<file path="src/hw/rtl/isidl_pkg.sv">
// Shared types and constants for the indexed shift insert/delete list.
// Used by isidl_cell and indexed_shift_insert_delete_list; no dependencies.

package isidl_pkg;

  // Default sizes of the list storage.
  localparam int unsigned DEF_DEPTH = 64;
  localparam int unsigned DEF_WIDTH = 32;

  // Fixed field widths on the streaming ports.
  localparam int unsigned OP_W     = 2;
  localparam int unsigned POS_W    = 6;
  localparam int unsigned ITEM_W   = 32;
  localparam int unsigned DATA_W   = 32;
  localparam int unsigned COUNT_W  = 7;
  localparam int unsigned STATUS_W = 2;

  // Packed payload widths, rounded up to whole bytes.
  localparam int unsigned IN_BITS  = OP_W + POS_W + ITEM_W;
  localparam int unsigned OUT_BITS = DATA_W + COUNT_W + STATUS_W;
  localparam int unsigned IN_TDATA_W  = ((IN_BITS + 7) / 8) * 8;
  localparam int unsigned OUT_TDATA_W = ((OUT_BITS + 7) / 8) * 8;

  typedef enum logic [OP_W-1:0] {
    OP_INSERT = 2'd0,
    OP_DELETE = 2'd1,
    OP_READ   = 2'd2,
    OP_NOP    = 2'd3
  } op_t;

  typedef enum logic [STATUS_W-1:0] {
    ST_DONE  = 2'd0,
    ST_FULL  = 2'd1,
    ST_RANGE = 2'd2
  } status_t;

  // Shift command broadcast to every cell of the row.
  typedef struct packed {
    logic ins;  // open a gap at the position and write the new word there
    logic del;  // close the gap left by the word at the position
  } cell_ctl_t;

endpackage

</file>
<file path="src/hw/rtl/isidl_cell.sv">
// One storage cell of the list row: holds a single entry and trades it with
// its neighbors on insert and delete. Depends on isidl_pkg.

module isidl_cell import isidl_pkg::*; #(
  parameter int unsigned WIDTH = DEF_WIDTH,
  parameter int unsigned CW    = POS_W
) (
  input  logic             clk,
  input  cell_ctl_t        ctl,
  input  logic [CW-1:0]    idx,
  input  logic [CW-1:0]    pos,
  input  logic [WIDTH-1:0] item,
  input  logic [WIDTH-1:0] left_q,
  input  logic [WIDTH-1:0] right_q,
  output logic [WIDTH-1:0] q,
  output logic [WIDTH-1:0] rd_q
);

  logic [WIDTH-1:0] q_r;
  logic [WIDTH-1:0] q_nxt;

  always_comb begin
    q_nxt = q_r;
    if (ctl.ins) begin
      if (idx == pos) begin
        q_nxt = item;
      end else if (idx > pos) begin
        q_nxt = left_q;
      end
    end else if (ctl.del) begin
      if (idx >= pos) begin
        q_nxt = right_q;
      end
    end
  end

  always_ff @(posedge clk) begin
    q_r <= q_nxt;
  end

  assign q    = q_r;
  // Only the addressed cell drives its word onto the read bus.
  assign rd_q = (idx == pos) ? q_r : '0;

endmodule

</file>
<file path="config.mk">
export PLATFORM = sky130hd
export DESIGN_NAME = isidl_cell
export DESIGN_NICKNAME = d
export VERILOG_FILES = /design/src/hw/rtl/isidl_pkg.sv /design/src/hw/rtl/isidl_cell.sv
export SDC_FILE = /design/constraint.sdc
export NUM_CORES = 1
export LEC_CHECK = 0
export BUFFER_PORTS_ARGS = -buffer_cell sky130_fd_sc_hd__buf_4
export CAP_MARGIN = 10
export CORE_MARGIN = 8
export CORE_UTILIZATION = 39
export DETAILED_ROUTE_END_ITERATION = 6
export HOLD_SLACK_MARGIN = 0.05
export MAX_ROUTING_LAYER = met4
export PLACE_DENSITY = 0.81
export SYNTH_ARGS = -nofsm -noshare
export SYNTH_HDL_FRONTEND = slang
export SYNTH_SLANG_ARGS = --single-unit
</file>
<file path="constraint.sdc">
create_clock -name clk -period 4.77 [get_ports clk]
set_clock_uncertainty 0.15 [all_clocks]
set_input_delay 0.477 -clock clk [delete_from_list [all_inputs] [get_ports clk]]
set_output_delay 0.477 -clock clk [all_outputs]
set_load 0.01 [all_outputs]
</file>
==> results.sh, run 1 <==
export IMPL_grt_overflow_total=0
export IMPL_drt_iter0_drc=111
export IMPL_dr_max_layer_used="met4"
export IMPL_leakagePower_uw=0.00159
export IMPL_clock_sinks=32
export IMPL_cts_setup_buffers=0
export IMPL_worstPathArrival_ns=2.73
export IMPL_avgSynthCellArea_sq_um=9.24
export IMPL_synth_area_leader_cell="edfxtp_1"
export IMPL_hold_path_class="in -> reg"
export IMPL_met3_length_um=490
export IMPL_path_clk_slew_ns=0.07
export IMPL_seq_area_frac_synth_pct=42.6
export IMPL_report_final_slew_viol_count=0
export IMPL_port_buffers=174
export IMPL_rsz0062_at_grt="false"
export IMPL_postCtsResizedCells=0
export IMPL_drive_above_1_share_pct=46.8
export IMPL_fp_dieW_um=92.0
export IMPL_antenna_cells=0
export IMPL_wl_met1_mm=3.38
export IMPL_cts_made_buffers=5
export IMPL_max_slew_margin_rel_pct=24.8
export IMPL_synth_area_sq_um=2250
export IMPL_finalCritPeriodShare_pct=70.4
export IMPL_cap_viol_max_count=0
export IMPL_finalHoldViolations=0
export IMPL_grt_max_degree=66
export IMPL_vias=2489
export IMPL_io_pins=175
export IMPL_ys_ff_latch=32
export IMPL_synth_flop_cell="edfxtp_1"
export IMPL_hold_path_cell_count=3
export IMPL_path_class="in -> out"
export IMPL_holdBufCountCts=0
export IMPL_cp_required_ns=4.14
export IMPL_finalSetupTns_ns=0
export IMPL_period_needed_ns=3.36
export IMPL_dp_hpwl_mm=6.42
export IMPL_coreArea_sq_um=5540
export IMPL_worst_slew_pin_slew_ns=1.12
export IMPL_grt_pass1_wl_mm=12.8
export IMPL_dieArea_sq_um=8470
export IMPL_power_density_nw_per_um2=255
export IMPL_placedCellCount=466
export IMPL_crit_path_start="idx[0]"
export IMPL_ant_nets=0
export IMPL_grt_pass1_vias=2503
export IMPL_vias_per_cell=5.25
export IMPL_path_max_fanout=34
export IMPL_stdcell_count=474
export IMPL_cp_start_kind="input port"
export IMPL_cts_buffer_depth=2
export IMPL_synthArstFlopShare_pct=0
export IMPL_synthesis_instances=244
export IMPL_gp_congestion=0.812
export IMPL_endpoint="rd_q[1]"
export IMPL_htreeDepth=2
export IMPL_drt_wl_total_mm=8.32
export IMPL_yosysWarnings=0
export IMPL_cp_end_kind="output port"
export IMPL_cts_tree="yes"
export IMPL_start_util_pct=40.7
export IMPL_setup_viol=0
export IMPL_dr_wl_met2_mm=4.30
export IMPL_die_y_um=92.0
export IMPL_largest_register_ffs=32
export IMPL_dr_pass1_iters=4
export IMPL_area_delta_synth_final_pct=58.5
export IMPL_fin_nets=518
export IMPL_synth_cell_types=24
export IMPL_antenna_found_initial=0
export IMPL_grt_use_total_pct=19.1
export IMPL_placementRows=27
export IMPL_synth_common_cells="33 x nand4_1, 33 x nor2_1, 32 x a31oi_1, 32 x and2_1, 32 x edfxtp_1"
export IMPL_routedWlPerCell_um=17.6
export IMPL_drc=0
export IMPL_fmax_ghz=0.298
export IMPL_synth_area_top_cells="edfxtp_1 43%, nand4_1 9.2%, a31oi_1 8.9%"
export IMPL_clockRootBuffer="clkbuf_8"
export IMPL_vdd_drop_max_mv=0.132
export IMPL_synth_nets=361
export IMPL_synth_top_cell_area_share_pct=42.6
export IMPL_power_total_uw=910
export IMPL_synth_edf_count=32
export IMPL_status="completed"
==> per-layer routing <==
metal  up-vias  GRT usage, %
li1       1225             -
met2       109          33.1
met1      1145          21.0
met4         0          6.98
met5         -             -
met3        10          4.16
==> metrics by stage <==
| stage | util, % | hold WS [ns] | cell area, sq um | setup slack (ns) |
|---|---|---|---|---|
| detailed placement | 62.5 | 0.674 | 3460 | 1.42 |
| floorplan | - | 0.576 | 2250 | 1.13 |
| global route | 64.5 | 0.391 | 3570 | 1.18 |
| CTS | 64.5 | 0.380 | 3570 | 1.41 |
| global placement | 62.5 | 0.673 | 3460 | 1.51 |
| finish | 64.5 | 0.390 | 3570 | 1.41 |
==> placed cells by master, fill, tap and decap left out, drive strengths merged <==
cell type / netlist / final
nor2: 34 / 34
and4: 1 / 1
buf: 11 / 178
clkinv: 0 / 1
o21ai: 33 / 33
bufinv: 0 / 1
a21o: 1 / 1
edfxtp: 32 / 32
nor2b: 1 / 1
nand4: 33 / 33
clkbuf: 17 / 6
ha: 6 / 6
inv: 6 / 6
nand2: 1 / 1
a31oi: 32 / 32
a21oi: 1 / 1
a41oi: 1 / 1
nand3: 2 / 2
and2: 32 / 32
==> layout make-up <==
class	count	area (sq um)
sequential	32	961
timing repair buffer	178	1340
clock buffer	6	72.6
fill	477	1970
tap	72	90.1
clock inverter	2	35.0
inverter	6	22.5
multi-input combinational	178	1050
==> logic make-up after synthesis <==
logic type      Yosys count  share of synthesized area (%)
fa+ha+maj                 6                           3.33
simple gates            104                           25.4
buf+inv                  34                           11.4
flops                    32                           42.6
compound gates           68                           17.2
==> report_power, final <==
part / total [uW] / switching [uW] / internal (uW)
clock: 252 / 96.7 / 155
sequential: 388 / 22.6 / 366
combinational: 270 / 132 / 138
==> worst max-delay path: stages <==
cell	delay, ns
buf_4	0.08
inv_1	0.03
ha_1	0.26
buf_4	0.33
nand2_4	0.27
nor2_2	0.88
and2_1	0.25
buf_4	0.13
==> worst min-delay path by stage <==
stage | from | end | slack [ns]
6_report | right_q[12] | q[12] | 0.39
5_1_grt | right_q[12] | q[12] | 0.39
4_1_cts | right_q[14] | q[14] | 0.38
3_5_place_dp | right_q[14] | q[14] | 0.67
3_3_place_gp | right_q[27] | q[27] | 0.67
2_1_floorplan | right_q[10] | q[10] | 0.58
No activity file was read; power rests on OpenSTA's default activity.
==> run 2, diff against run 1 <==
==> constraint.sdc (replaced) <==
create_clock -name clk -period 3.5 [get_ports clk]
set_clock_uncertainty 0.15 [all_clocks]
set_input_delay 0.35 -clock clk [delete_from_list [all_inputs] [get_ports clk]]
set_output_delay 0.35 -clock clk [all_outputs]
set_load 0.01 [all_outputs]
==> run 2 against run 1 <==
Against the previous run: via count up 2.9%; cell area decreased by 0.25%; sequential cell count stayed put; critical endpoint is now rd_q[27]; clock-buffer cell count down 1; routed wire length is 5.3% higher; utilization decreased by 0.16 points; worst hold slack worse by 0.12 ns; setup slack worse by 0.43 ns; sequential power rose by 36%.
==> results.sh, run 2 (synthesized netlist as in run 1, its figures left out) <==
export IMPL_fin_nets=521
export IMPL_leakagePower_uw=0.00159
export IMPL_placementRows=27
export IMPL_dr_wl_met2_mm=4.57
export IMPL_worst_slew_pin_slew_ns=0.618
export IMPL_grt_max_degree=66
export IMPL_final_cell_mix="181 x buf_4, 33 x nand4_1, 33 x nor2_1"
export IMPL_grt_overflow_total=0
export IMPL_hp_start="right_q[22]"
export IMPL_status="completed"
export IMPL_antenna_cells=0
export IMPL_fillers=463
export IMPL_drt_iter0_drc=147
export IMPL_period_needed_ns=2.52
export IMPL_finalHoldViolations=0
export IMPL_p_sw_uw=344
export IMPL_drive_above_1_share_pct=46.8
export IMPL_crit_path_start="idx[1]"
export IMPL_cp_required_ns=3.00
export IMPL_path_cells="buf_4, ha_1, nand2_4, nor2_2, buf_4, and2_1, buf_4"
export IMPL_cp_top_family="simple AND/OR/NAND/NOR gates"
export IMPL_max_stage_delay_ns=0.43
export IMPL_cts_setup_buffers=0
export IMPL_seq_power_share_pct=45.3
export IMPL_dr_max_layer_used="met4"
export IMPL_path_max_fanout=33
export IMPL_io_pins=175
export IMPL_gp_congestion=0.898
export IMPL_ant_nets=0
export IMPL_port_buffers=174
export IMPL_met3_length_um=662
export IMPL_postCtsResizedCells=0
export IMPL_cp_end_kind="output port"
export IMPL_drc=0
export IMPL_dieArea_sq_um=8470
export IMPL_path_class="in -> out"
export IMPL_vdd_drop_max_mv=0.199
export IMPL_crit_top_cell="buf_4"
export IMPL_worstPathArrival_ns=2.02
export IMPL_grt_pass1_vias=2630
export IMPL_setup_viol=0
export IMPL_power_total_uw=1160
export IMPL_slowest_stage="nor2_2"
export IMPL_dr_pass1_iters=4
export IMPL_fp_dieW_um=92.0
export IMPL_htreeDepth=2
export IMPL_die_y_um=92.0
export IMPL_cts_buffer_depth=2
export IMPL_holdBufCountCts=0
export IMPL_finalCritPeriodShare_pct=72.0
export IMPL_finalSetupTns_ns=0
export IMPL_cts_tree="yes"
export IMPL_cp_start_kind="input port"
export IMPL_drt_wl_total_mm=8.76
export IMPL_largest_register_ffs=32
export IMPL_p_clk_share_pct=22.1
export IMPL_p_sw_share_pct=29.5
export IMPL_worst_path_buf_inv=3
export IMPL_fmax_ghz=0.397
export IMPL_vias_per_cell=5.38
export IMPL_wl_met1_mm=3.32
export IMPL_coreArea_sq_um=5540
export IMPL_cap_viol_max_count=0
export IMPL_hold_path_class="in -> reg"
export IMPL_path_clk_slew_ns=0.07
export IMPL_cts_made_buffers=5
export IMPL_p_int_uw=821
export IMPL_routedWlPerCell_um=18.4
export IMPL_start_util_pct=40.7
export IMPL_holdWs_ns=0.274
export IMPL_combPwrFrac_pct=32.6
export IMPL_clockRootBuffer="clkbuf_8"
export IMPL_max_slew_margin_rel_pct=58.8
export IMPL_grt_use_total_pct=20.0
export IMPL_report_final_slew_viol_count=0
export IMPL_clock_sinks=32
export IMPL_vias=2560
export IMPL_area_delta_synth_final_pct=58.1
export IMPL_rsz0062_at_grt="false"
export IMPL_grt_pass1_wl_mm=13.6
export IMPL_power_density_nw_per_um2=327
export IMPL_dp_hpwl_mm=6.71
export IMPL_final_common_cell="buf_4"
export IMPL_antenna_found_initial=0
[run 2: through the flow]
step / instance area, sq um / utilization (%) / setup slack, ns / instances
final: 3560 / 64.3 / 0.981 / 476
after global routing: 3560 / 64.3 / 0.821 / 476
after CTS: 3560 / 64.3 / 0.959 / 476
after detailed placement: 3490 / 62.9 / 0.959 / 469
after global placement: 3490 / 62.9 / 1.04 / 469
after floorplan: 2260 / - / 0.770 / 244
[run 2: power by group through the flow]
stage,clock network (uW),logic (uW),registers (uW)
after floorplan,0,144,560
after global placement,0,372,534
after detailed placement,0,381,537
after CTS,258,381,529
after global routing,274,409,535
final,257,380,528
[run 2: area by class of cell]
| cell class | instances | area [sq um] | share of cell area (%) |
|---|---|---|---|
| clock buffer | 5 | 68.8 | 1.93 |
| clock inverter | 2 | 7.51 | 0.211 |
| inverter | 6 | 22.5 | 0.632 |
| multi-input combinational | 178 | 1050 | 29.6 |
| sequential | 32 | 961 | 27.0 |
| tap | 72 | 90.1 | 2.53 |
| timing repair buffer | 181 | 1360 | 38.1 |
[run 2: final timing paths]
kind | endpoint | slack (ns) | cells past startpoint
worst max-delay path | rd_q[27] | 0.98 | 7
worst min-delay path | q[22] | 0.27 | 3
[run 2: per-layer routing]
layer	GRT usage, %	vias up
met4	6.31	0
li1	-	1229
met3	4.81	20
met5	-	-
met2	34.9	136
met1	22.0	1175
[run 2: tightest hold or removal path, cell delays in order]
cell	delay, ns
buf_4	0.08
nor2_1	0.03
a31oi_1	0.12
==> run 3, diff against run 2 <==
--- a/config.mk
+++ b/config.mk
@@ -8,11 +8,11 @@
 export BUFFER_PORTS_ARGS = -buffer_cell sky130_fd_sc_hd__buf_4
 export CAP_MARGIN = 10
 export CORE_MARGIN = 8
-export CORE_UTILIZATION = 39
+export CORE_UTILIZATION = 36
 export DETAILED_ROUTE_END_ITERATION = 6
 export HOLD_SLACK_MARGIN = 0.05
 export MAX_ROUTING_LAYER = met4
-export PLACE_DENSITY = 0.81
+export PLACE_DENSITY = 0.79
 export SYNTH_ARGS = -nofsm -noshare
 export SYNTH_HDL_FRONTEND = slang
 export SYNTH_SLANG_ARGS = --single-unit
==> constraint.sdc (replaced) <==
create_clock -name clk -period 2 [get_ports clk]
set_clock_uncertainty 0.15 [all_clocks]
set_input_delay 0.2 -clock clk [delete_from_list [all_inputs] [get_ports clk]]
set_output_delay 0.2 -clock clk [all_outputs]
set_load 0.01 [all_outputs]
==> run 3 against run 2 <==
Against the previous run: cell area grew 6.2%; first-iteration DRC count is 32% lower; die area is 6.9% higher; sequential power rose by 74%; routed wire length fell by 2.9%; global-route usage shrank 2.1 points; power up 91%.
==> results.sh, run 3 (synthesized netlist as in run 1, its figures left out) <==
export IMPL_crit_path_start="pos[4]"
export IMPL_finalCritPeriodShare_pct=91.4
export IMPL_cp_required_ns=1.65
export IMPL_grt_max_degree=44
export IMPL_clock_sinks=32
export IMPL_power_total_uw=2230
export IMPL_largest_register_ffs=32
export IMPL_htreeDepth=2
export IMPL_start_util_pct=36.3
export IMPL_worst_slew_pin_slew_ns=0.420
export IMPL_dr_pass1_iters=4
export IMPL_cts_setup_buffers=0
export IMPL_clockRootBuffer="clkbuf_8"
export IMPL_vdd_drop_max_mv=0.331
export IMPL_port_buffers=174
export IMPL_cp_start_kind="input port"
export IMPL_coreArea_sq_um=6200
export IMPL_grt_use_total_pct=17.9
export IMPL_ant_nets=0
export IMPL_cp_end_kind="output port"
export IMPL_gp_congestion=0.817
export IMPL_hold_path_cell_count=3
export IMPL_routedWlPerCell_um=17.3
export IMPL_drive_above_1_share_pct=50.5
export IMPL_antenna_found_initial=0
export IMPL_final_common_cell="buf_4"
export IMPL_finalHoldViolations=0
export IMPL_grt_pass1_wl_mm=12.4
export IMPL_path_clk_slew_ns=0.06
export IMPL_cts_made_buffers=5
export IMPL_drc=0
export IMPL_fp_dieW_um=95.1
export IMPL_path_class="in -> out"
export IMPL_fin_area_sq_um=3780
export IMPL_antenna_cells=0
export IMPL_period_needed_ns=1.83
export IMPL_rsz0062_at_grt="false"
export IMPL_dieArea_sq_um=9050
export IMPL_drt_wl_total_mm=8.51
export IMPL_io_pins=175
export IMPL_grt_pass1_vias=2541
export IMPL_postCtsResizedCells=0
export IMPL_holdBufCountCts=0
export IMPL_cts_tree="yes"
export IMPL_setup_viol=0
export IMPL_placed_cell_area_sq_um=3670
export IMPL_path_max_fanout=19
export IMPL_power_density_nw_per_um2=589
export IMPL_status="completed"
export IMPL_cap_viol_max_count=0
export IMPL_final_core_util_pct=61.0
export IMPL_leakagePower_uw=0.00166
export IMPL_hold_path_class="in -> reg"
export IMPL_grt_overflow_total=0
export IMPL_fmax_ghz=0.547
export IMPL_report_final_slew_viol_count=0
export IMPL_holdWs_ns=0.117
export IMPL_vias=2536
export IMPL_final_cell_mix="187 x buf_4, 33 x nand4_1, 33 x nor2_1"
export IMPL_drt_iter0_drc=100
export IMPL_max_slew_margin_rel_pct=72.0
export IMPL_fin_nets=530
export IMPL_placementRows=29
export IMPL_cts_buffer_depth=2
export IMPL_hp_start="right_q[1]"
export IMPL_area_delta_synth_final_pct=67.9
export IMPL_dp_hpwl_mm=7.00
export IMPL_vias_per_cell=5.16
export IMPL_worstPathArrival_ns=1.48
export IMPL_die_y_um=95.1
-- run 3: changes by cell type in the layout (fill, tap and decap cells not counted), moves of 2 or more --
cell	previous run	this run
buf_12	0	3
buf_4	181	187
clkinv_1	2	0
ha_1	6	2
ha_4	0	4
inv_1	6	2
inv_2	0	2
-- run 3: per-layer routing --
metal  share of wire [%]  vias up  GRT usage (%)
li1                    -     1250              -
met1                  39     1157           20.6
met2                  52      119           30.9
met3                 7.0       10           3.15
met4                 2.0        0           5.72
met5                   0        -              -
-- run 3: final cells by class --
cell class,instances,area [sq um]
well taps,77,96.3
flip-flops and latches,32,961
clock buffers,6,72.6
repair buffers,190,1460
multi-input cells,178,1120
fillers,567,2420
inverters,6,37.5
clock inverters,2,35.0
-- run 3: worst paths after layout --
path / end / slack (ns)
worst min-delay path: q[1] / 0.12
worst max-delay path: rd_q[13] / 0.17
-- run 3: stage by stage --
step | setup TNS (ns) | instances | worst slack (ns)
after floorplan | -8.01 | 244 | -0.250
after global placement | 0 | 483 | 0.0119
after detailed placement | -0.470 | 483 | -0.0215
after CTS | 0 | 491 | 0.153
after global routing | 0 | 491 | 0.0540
final | 0 | 491 | 0.173
-- run 3: critical path, cell delays in order --
cell     delay (ns)
buf_4          0.13
inv_12         0.03
ha_4           0.25
nand4_1        0.20
nor2_2         0.17
buf_4          0.20
and2_1         0.16
buf_4          0.12
-- run 3: report_power, final --
group	internal [uW]	switching (uW)
Clock	369	218
Sequential	870	51.7
Combinational	380	340
